$ cat config.mk
export PLATFORM = sky130hd
export DESIGN_NAME = priority_insertion_sorter_top
export DESIGN_NICKNAME = d
export VERILOG_FILES = /design/src/rtl/pis_pkg.sv /design/src/rtl/priority_insertion_sorter_top.sv
export SDC_FILE = /design/constraint.sdc
export NUM_CORES = 2
export LEC_CHECK = 0
export ABC_CLOCK_PERIOD_IN_PS = 5700
export BUFFER_PORTS_ARGS = -buffer_cell sky130_fd_sc_hd__buf_2
export CORE_ASPECT_RATIO = 1.25
export CORE_MARGIN = 1
export CORE_UTILIZATION = 45
export CTS_CLUSTER_SIZE = 12
export DETAILED_ROUTE_END_ITERATION = 10
export GPL_TIMING_DRIVEN = 0
export SLEW_MARGIN = 20
export SYNTH_ARGS = -nofsm -noshare
export SYNTH_HDL_FRONTEND = slang
export SYNTH_SLANG_ARGS = --single-unit
$ cat constraint.sdc
create_clock -name clk -period 5.7 [get_ports clk]
set_clock_uncertainty 0.05 [all_clocks]
set_input_delay 0.285 -clock clk [delete_from_list [all_inputs] [get_ports clk]]
set_output_delay 0.285 -clock clk [all_outputs]
set_load 0.005 [all_outputs]
$ cat src/rtl/pis_pkg.sv
// shared types and constants for the priority insertion sorter
`default_nettype none

package pis_pkg;

    // field widths
    localparam int HANDLE_W = 16;
    localparam int KEY_W    = 16;

    // default store depth
    localparam int MAX_ENTRIES_DEF = 64;

    // sequencer states
    typedef enum logic [2:0] {
        ST_IDLE,
        ST_INS_RD,
        ST_INS_CMP,
        ST_INS_PUT,
        ST_EMIT_RD,
        ST_EMIT_LD
    } pis_state_t;

endpackage : pis_pkg

`default_nettype wire

$ cat src/rtl/priority_insertion_sorter_top.sv
// Stable descending insertion sorter over a store of entries.
//
// Input words (entry_handle, priority_key, last_entry) arrive on a valid/ready
// channel; in_ready is high only while the sequencer is idle. Each word is
// inserted into a store held in descending key order; the stored entries with a
// smaller key are read, compared and shifted up one place at a time, starting
// from the back of the store, and the word is then written into the place left
// free. A word that arrives with the store full is dropped and flags overflow
// for that list.
// After the word marked last the whole store is emitted on the output
// valid/ready channel, each word as a store read then an output load,
// with run_end on the final word and overflow on every word of a list that
// lost entries. The count and the drop flag then return to zero.
// A registered output stage holds a word while the receiver stalls; emission
// waits for it to drain, and the next list may start loading as soon as the
// last word sits in the output stage. Reset clears the count, the drop flag,
// the sequencer and the output valid; the store itself is not cleared.
`default_nettype none

module priority_insertion_sorter_top
    import pis_pkg::*;
#(
    parameter int MAX_ENTRIES = MAX_ENTRIES_DEF
)
(
    input  wire logic                clk,
    input  wire logic                rst_n,
    input  wire logic                in_valid,
    output logic                     in_ready,
    input  wire logic [HANDLE_W-1:0] entry_handle,
    input  wire logic [KEY_W-1:0]    priority_key,
    input  wire logic                last_entry,
    output logic                     out_valid,
    input  wire logic                out_ready,
    output logic [HANDLE_W-1:0]      sorted_handle,
    output logic [KEY_W-1:0]         sorted_priority,
    output logic                     run_end,
    output logic                     overflow
);

    localparam int IDX_W  = (MAX_ENTRIES > 1) ? $clog2(MAX_ENTRIES) : 1;
    localparam int CNT_W  = $clog2(MAX_ENTRIES + 1);
    localparam int WORD_W = KEY_W + HANDLE_W;
    localparam logic [CNT_W-1:0] CNT_FULL = CNT_W'(MAX_ENTRIES);
    localparam logic [CNT_W-1:0] CNT_ONE  = CNT_W'(1);

    // sequencer and datapath registers
    pis_state_t           state_reg, state_next;
    logic [CNT_W-1:0]     count_reg, count_next;
    logic                 dropped_reg, dropped_next;
    logic [CNT_W-1:0]     pos_reg, pos_next;
    logic [CNT_W-1:0]     idx_reg, idx_next;
    logic [HANDLE_W-1:0]  new_handle_reg, new_handle_next;
    logic [KEY_W-1:0]     new_key_reg, new_key_next;
    logic                 last_reg, last_next;

    // output stage
    logic                 out_valid_reg, out_valid_next;
    logic [HANDLE_W-1:0]  out_handle_reg, out_handle_next;
    logic [KEY_W-1:0]     out_key_reg, out_key_next;
    logic                 out_end_reg, out_end_next;
    logic                 out_ovf_reg, out_ovf_next;

    // entry store: key in the upper half, handle in the lower half
    logic [WORD_W-1:0]    store_mem [MAX_ENTRIES];
    logic [WORD_W-1:0]    rd_data_reg;
    logic [IDX_W-1:0]     rd_addr;
    logic                 wr_en;
    logic [IDX_W-1:0]     wr_addr;
    logic [WORD_W-1:0]    wr_data;

    logic                 in_fire;
    logic                 rd_less;
    logic                 out_free;
    logic                 emit_last;
    logic [CNT_W-1:0]     pos_dec;
    logic [CNT_W-1:0]     idx_inc;

    assign in_fire   = in_valid && (state_reg == ST_IDLE);
    assign rd_less   = rd_data_reg[WORD_W-1:HANDLE_W] < new_key_reg;
    assign out_free  = !out_valid_reg || out_ready;
    assign pos_dec   = pos_reg - CNT_ONE;
    assign idx_inc   = idx_reg + CNT_ONE;
    assign emit_last = (idx_inc == count_reg);

    // next state
    always_comb
    begin
        state_next = state_reg;
        case (state_reg)
            ST_IDLE:
            begin
                if (in_valid)
                begin
                    if (count_reg == CNT_FULL)
                        state_next = last_entry ? ST_EMIT_RD : ST_IDLE;
                    else if (count_reg == '0)
                        state_next = ST_INS_PUT;
                    else
                        state_next = ST_INS_RD;
                end
            end
            ST_INS_RD:
                state_next = ST_INS_CMP;
            ST_INS_CMP:
            begin
                if (rd_less && (pos_reg != CNT_ONE))
                    state_next = ST_INS_RD;
                else
                    state_next = ST_INS_PUT;
            end
            ST_INS_PUT:
                state_next = last_reg ? ST_EMIT_RD : ST_IDLE;
            ST_EMIT_RD:
                state_next = ST_EMIT_LD;
            ST_EMIT_LD:
            begin
                if (out_free)
                    state_next = emit_last ? ST_IDLE : ST_EMIT_RD;
            end
            default:
                state_next = ST_IDLE;
        endcase
    end

    // datapath, store port and output stage controls
    always_comb
    begin
        count_next      = count_reg;
        dropped_next    = dropped_reg;
        pos_next        = pos_reg;
        idx_next        = idx_reg;
        new_handle_next = new_handle_reg;
        new_key_next    = new_key_reg;
        last_next       = last_reg;
        out_handle_next = out_handle_reg;
        out_key_next    = out_key_reg;
        out_end_next    = out_end_reg;
        out_ovf_next    = out_ovf_reg;
        out_valid_next  = out_valid_reg && !out_ready;
        rd_addr         = pos_dec[IDX_W-1:0];
        wr_en           = 1'b0;
        wr_addr         = pos_reg[IDX_W-1:0];
        wr_data         = {new_key_reg, new_handle_reg};
        case (state_reg)
            ST_IDLE:
            begin
                if (in_fire)
                begin
                    new_handle_next = entry_handle;
                    new_key_next    = priority_key;
                    last_next       = last_entry;
                    pos_next        = count_reg;
                    idx_next        = '0;
                    if (count_reg == CNT_FULL)
                        dropped_next = 1'b1;
                end
            end
            ST_INS_RD:
                rd_addr = pos_dec[IDX_W-1:0];
            ST_INS_CMP:
            begin
                // shift a smaller stored entry up by one place
                if (rd_less)
                begin
                    wr_en    = 1'b1;
                    wr_data  = rd_data_reg;
                    pos_next = pos_dec;
                end
            end
            ST_INS_PUT:
            begin
                wr_en      = 1'b1;
                count_next = count_reg + CNT_ONE;
            end
            ST_EMIT_RD:
                rd_addr = idx_reg[IDX_W-1:0];
            ST_EMIT_LD:
            begin
                rd_addr = idx_reg[IDX_W-1:0];
                if (out_free)
                begin
                    out_valid_next  = 1'b1;
                    out_handle_next = rd_data_reg[HANDLE_W-1:0];
                    out_key_next    = rd_data_reg[WORD_W-1:HANDLE_W];
                    out_end_next    = emit_last;
                    out_ovf_next    = dropped_reg;
                    idx_next        = idx_inc;
                    if (emit_last)
                    begin
                        count_next   = '0;
                        dropped_next = 1'b0;
                    end
                end
            end
            default:
            begin
                wr_en = 1'b0;
            end
        endcase
    end

    // control registers
    always_ff @(posedge clk or negedge rst_n)
    begin
        if (!rst_n)
        begin
            state_reg     <= ST_IDLE;
            count_reg     <= '0;
            dropped_reg   <= 1'b0;
            out_valid_reg <= 1'b0;
        end
        else
        begin
            state_reg     <= state_next;
            count_reg     <= count_next;
            dropped_reg   <= dropped_next;
            out_valid_reg <= out_valid_next;
        end
    end

    // payload registers
    always_ff @(posedge clk)
    begin
        pos_reg        <= pos_next;
        idx_reg        <= idx_next;
        new_handle_reg <= new_handle_next;
        new_key_reg    <= new_key_next;
        last_reg       <= last_next;
        out_handle_reg <= out_handle_next;
        out_key_reg    <= out_key_next;
        out_end_reg    <= out_end_next;
        out_ovf_reg    <= out_ovf_next;
    end

    // entry store, one write and one registered read per cycle
    always_ff @(posedge clk)
    begin
        if (wr_en)
            store_mem[wr_addr] <= wr_data;
        rd_data_reg <= store_mem[rd_addr];
    end

    assign in_ready        = (state_reg == ST_IDLE);
    assign out_valid       = out_valid_reg;
    assign sorted_handle   = out_handle_reg;
    assign sorted_priority = out_key_reg;
    assign run_end         = out_end_reg;
    assign overflow        = out_ovf_reg;

endmodule : priority_insertion_sorter_top

`default_nettype wire
# After elaboration in Yosys (flattened, before gate mapping)
# Memory sizes are Yosys's and may differ from the RTL's. A register that Yosys moved wholly into a read port is not among the register bits.
# Index checks and enable logic that the tools add are counted.
# Widths: inputs -> output; s select.
# word_totals
mem_count	1
wordCells	83
ramBits	2048
register_bits	93
romBits	0
latchBits	0
out_inout_bits	36
# memory_table
name	words	width	read_ports	rd_clocked_by_memory_dff	wr	line_no	text
store_mem	64	32	1	1	1	priority_insertion_sorter_top.sv:65	logic [WORD_W-1:0] store_mem [MAX_ENTRIES];
# classes
n_addsub	3
reduce_logical	19
eq_ne	14
multipliers	0
shift	0
div_mod_pow	0
bitwise_logic	0
mux	32
magnitude_cmp	1
# ops
cell	n
$mux 32	2
$mux 7	6
$pmux 7 s2	3
$mux 3	6
$pmux 3 s6	1
$lt 16x16->1	1
$add 7x1->7 const B	2
$mux 1	9
$reduce_and 3->1	3
$ne 2x2->1 const B	4
$eq 7x7->1	1
$eq 7x7->1 const B	1
$logic_not 7->1	1
$ne 7x1->1 const B	1
$sub 7x1->7 const B	1
$eq 3x2->1 const B	2
$eq 3x3->1 const B	2
$mux 6	1
$reduce_and 2->1	3
$reduce_bool 2->1	3
$reduce_and 5->1	1
$mux 2	2
$ne 2x1->1 const B	2
$pmux 1 s2	2
6 further kinds	9

# Depth between registers and ports, before layout
# logic_depth
ltp_word	5
mapped_depth	14
mapped_depth_nobuf	9

# Worst setup path after synthesis
# No wires, ideal clock.
# synth_path
path_kind	register to register
startpoint	register new_key_reg[11]
endpoint	memory store_mem[1][0] (netlist bit) (enable)
path_buffers	1
arrival_time_ns	4.126
setup_time_ns	0.461
t_required_ns	5.189
period_less_slack_ns	4.637
stages_incl_launch_ff	10
setup_slack_ns	1.063
cell_sequence	edfxtp_1 -> inv_1 -> ha_1 -> and3_1 -> a221oi_1 -> o221a_2 -> o31a_1 -> o21ai_1 -> clkbuf_1 -> nor3_1
# synth_via
elab_chain_cells	5
# synth_rtl
item	line_no	text
from (decl)	priority_insertion_sorter_top.sv:54	logic [KEY_W-1:0] new_key_reg, new_key_next;
from (signal assigned)	priority_insertion_sorter_top.sv:228	new_key_reg <= new_key_next;
$lt 16x16->1	priority_insertion_sorter_top.sv:80	assign rd_less = rd_data_reg[WORD_W-1:HANDLE_W] < new_key_reg;
$mux 1	priority_insertion_sorter_top.sv:164	if (rd_less)
$pmux 1 s2	priority_insertion_sorter_top.sv:145	case (state_reg)
$mux 1	priority_insertion_sorter_top.sv:239	if (wr_en)
$mux 1 (implied by the code)	priority_insertion_sorter_top.sv:240	store_mem[wr_addr] <= wr_data;
to (decl)	priority_insertion_sorter_top.sv:65	
# No other way between the ends.

# Worst setup path in the final report
# layout_path
startpoint	register pos_reg[0]
endpoint	register rd_data_reg[21] (read register of store_mem)
# layout_via
elab_chain_cells	2
# layout_rtl
item	line_no	text
from (decl)	priority_insertion_sorter_top.sv:51	logic [CNT_W-1:0] pos_reg, pos_next;
from (signal assigned)	priority_insertion_sorter_top.sv:225	pos_reg <= pos_next;
$sub 7x1->7	priority_insertion_sorter_top.sv:82	assign pos_dec = pos_reg - CNT_ONE;
$mux 6	priority_insertion_sorter_top.sv:145	
to (decl)	priority_insertion_sorter_top.sv:66	logic [WORD_W-1:0] rd_data_reg;
# No other way between the ends.
# A chain may end at the register's enable or synchronous reset.

==> results.toml <==
[die]
dieWidth_um = 388
core_sq_mm = 0.185
die_y_um = 485
dieArea_sq_mm = 0.188
start_util = 0.454
ioPinCount = 73
core.rowCount = 176

[synthesis]
synth_area_sq_mm = 0.0838
synth_ff_type = "edfxtp_1"
syn_area_per_cell_sq_um = 18.0
synth_nets = 4706
synthTopCellsByCount = "edfxtp_1 (2,129), nand2_1 (592), mux4_2 (268), mux2i_1 (250), a21oi_1 (201)"
synth-seq-cells = 2173
synth_edf_count = 2129
synth_top_area_frac = 0.763
synth.most_common_cell = "edfxtp_1"
yosys.area.top_type = "edfxtp_1"
synth_cells = 4649
synth_warnings = 0
synth_area_leaders = "edfxtp_1 (76%), mux4_2 (7.2%), mux2i_1 (3.0%), nand2_1 (2.7%), a21oi_1 (1.2%)"
async_flop_share = 0.00552
ys_seq_area_frac = 0.774
synth.distinct_cells = 57

[timing]
slew_headroom = 0.0554
drv_slew = 0
rsz0062_at_grt = "false"
period_needed_ns = 5.66
worst_pin_slew_ns = 1.42
period_share = 0.993
setup_viol = 0
max_freq_mhz = 177
hold_violations = 0

[worst_setup_path]
required_ns = 6.30
path_cells = "buf_2 > inv_1 > ha_1 > inv_1 > mux2_2 > buf_2 > buf_2 > nand2_1 > clkbuf_1 > o221ai_1 > o22ai_1 > or4_1"
crit_path_end_kind = "flop"
worstSetupStartpoint = "pos_reg[0]$_DFFE_PP_"
crit_cells = 12
r2r-start = "pos_reg[0]$_DFFE_PP_"
r2r_setup_slack_ns = 0.04
startpoint_type = "flop"
cp_data_arrival_time_ns = 6.26
cp_slowest_cell = "or4_1"
critPathMaxStageDelay_ns = 0.81
reg2reg_depth = 12
worstReg2RegEnd = "rd_data_reg[21]$_DFF_P_"
path_delay_family = "buffers and inverters"
crit_type = "flop to flop"
setup.worst_path.end = "rd_data_reg[21]$_DFF_P_"
crit_top_cell = "buf_2"
crit_fanout = 10
worstPathBufferInverterCount = 6

[cts]
clkSinkCount = 2173
worstSkewPairLatency_ns = 0.87
cts_max_level = 4
numCtsBuffers = 206
clkTransAtPathRegs_ns = 0.06
clk_path_buf_depth = 3
cts_tree = "done"
cts_root_buf = "clkbuf_16"
cts_resized = 0

[run]
cap_violations = 0

[global_routing]
grtUsageTotal = 0.290
grt_pass1_vias = 47341
antenna_found_initial = 22
grt_max_degree = 65
grt.overflow.total = 0
grt_pass1_wl_um = 375000

[detailed_routing]
antenna_left = 0
drt_iter0_markers = 7091
routed_wl_um = 273000
wl_per_cell_um = 35.0
dr.pass1.iters = 9
drc = 0
via_count = 48536
via_per_inst = 6.22

[placement]
finalWeightedCongestion = 0.994
io_buffer_count = 72
post-dp-hpwl_um = 196000

[finish]
fin_nets = 5360
area_growth_pct = 15.7
drive_gt1_frac = 0.212
multi_input_area_sq_mm = 0.0181
seq_area_sq_mm = 0.0649
utilization = 0.525
largest_register_ffs = 2048
nFillCells = 14709

[hold_path]
hold_class = "input port to flop"

[run_status]
outcome = "finished clean"
==> through the flow <==
step,setup TNS (ns),std cells,hold slack (ns),cell area [sq um],setup slack [ns]
CTS,0,7791,0.0395,96900,0.280
finish,0,7801,0.0965,97000,0.0402
global placement,-4785.60,7124,0.140,87200,-2.87
detailed placement,0,7460,0.144,90800,0.300
floorplan,0,4649,-0.0606,83800,1.06
global route,0,7793,0.0972,96900,0.179
==> kinds of logic after synthesis <==
family                   count (synthesis)  synth area share
flip-flops                            2173             0.774
AND/OR/NAND/NOR                        974            0.0494
AO/OA/AOI/OAI                          597            0.0483
multiplexers                           558             0.107
buffers and inverters                  305            0.0159
XOR/XNOR                                22           0.00230
adder cells (fa/ha/maj)                 20           0.00299
==> cell type report <==
cell class	count	share of cell area
Multi-Input combinational cell	2171	0.187
Clock inverter	33	0.00281
Buffer	281	0.0130
Tap cell	2403	0.0310
Antenna cell	10	0.000258
Inverter	24	0.000929
Timing Repair Buffer	446	0.0403
Clock buffer	260	0.0559
Sequential cell	2173	0.669
==> placed cells by master (no fill, tap or decap), types with 75 or more instances in the layout <==
cell	Yosys	final
buf_4	10	247
buf_6	5	79
a32oi_1	83	83
clkbuf_16	0	208
nand2_1	592	592
o22ai_1	100	96
clkbuf_1	145	189
mux4_2	268	268
edfxtp_1	2129	2129
buf_2	93	168
nor2_1	129	129
a221oi_1	75	75
mux2i_1	250	249
nand3_1	112	112
a21oi_1	201	200
==> timing repair <==
action | 4_1_cts | 5_1_grt
setup buffers | 0 | 0
hold buffers | 38 | 0
endpoints found under the hold margin | 49 | 0
==> worst min-delay path by stage <==
| stage | slack [ns] | startpoint | end | cells after the start |
|---|---|---|---|---|
| finish | 0.1 | entry_handle[4] | new_handle_reg[4]$_DFFE_PP_ | 2 |
| global route | 0.1 | entry_handle[8] | new_handle_reg[8]$_DFFE_PP_ | 2 |
| CTS | 0.04 | entry_handle[11] | new_handle_reg[11]$_DFFE_PP_ | 2 |
| detailed placement | 0.14 | rst_n | out_valid$_DFF_PN0_ | 1 |
| global placement | 0.14 | rst_n | out_valid$_DFF_PN0_ | 1 |
| floorplan | -0.06 | rst_n | count_reg[0]$_DFFE_PN0P_ | 0 |
==> metal layers <==
| layer | up-vias | track usage | wire length [um] |
|---|---|---|---|
| li1 | 19855 | - | - |
| met1 | 25255 | 0.377 | 101000 |
| met2 | 2781 | 0.449 | 125000 |
| met3 | 637 | 0.0582 | 26800 |
| met4 | 8 | 0.179 | 19600 |
| met5 | - | 0 | 59 |
Power is left out: the tool's default activity adds up to more than one toggle a clock period on the data nets, which glitch-free logic cannot reach.
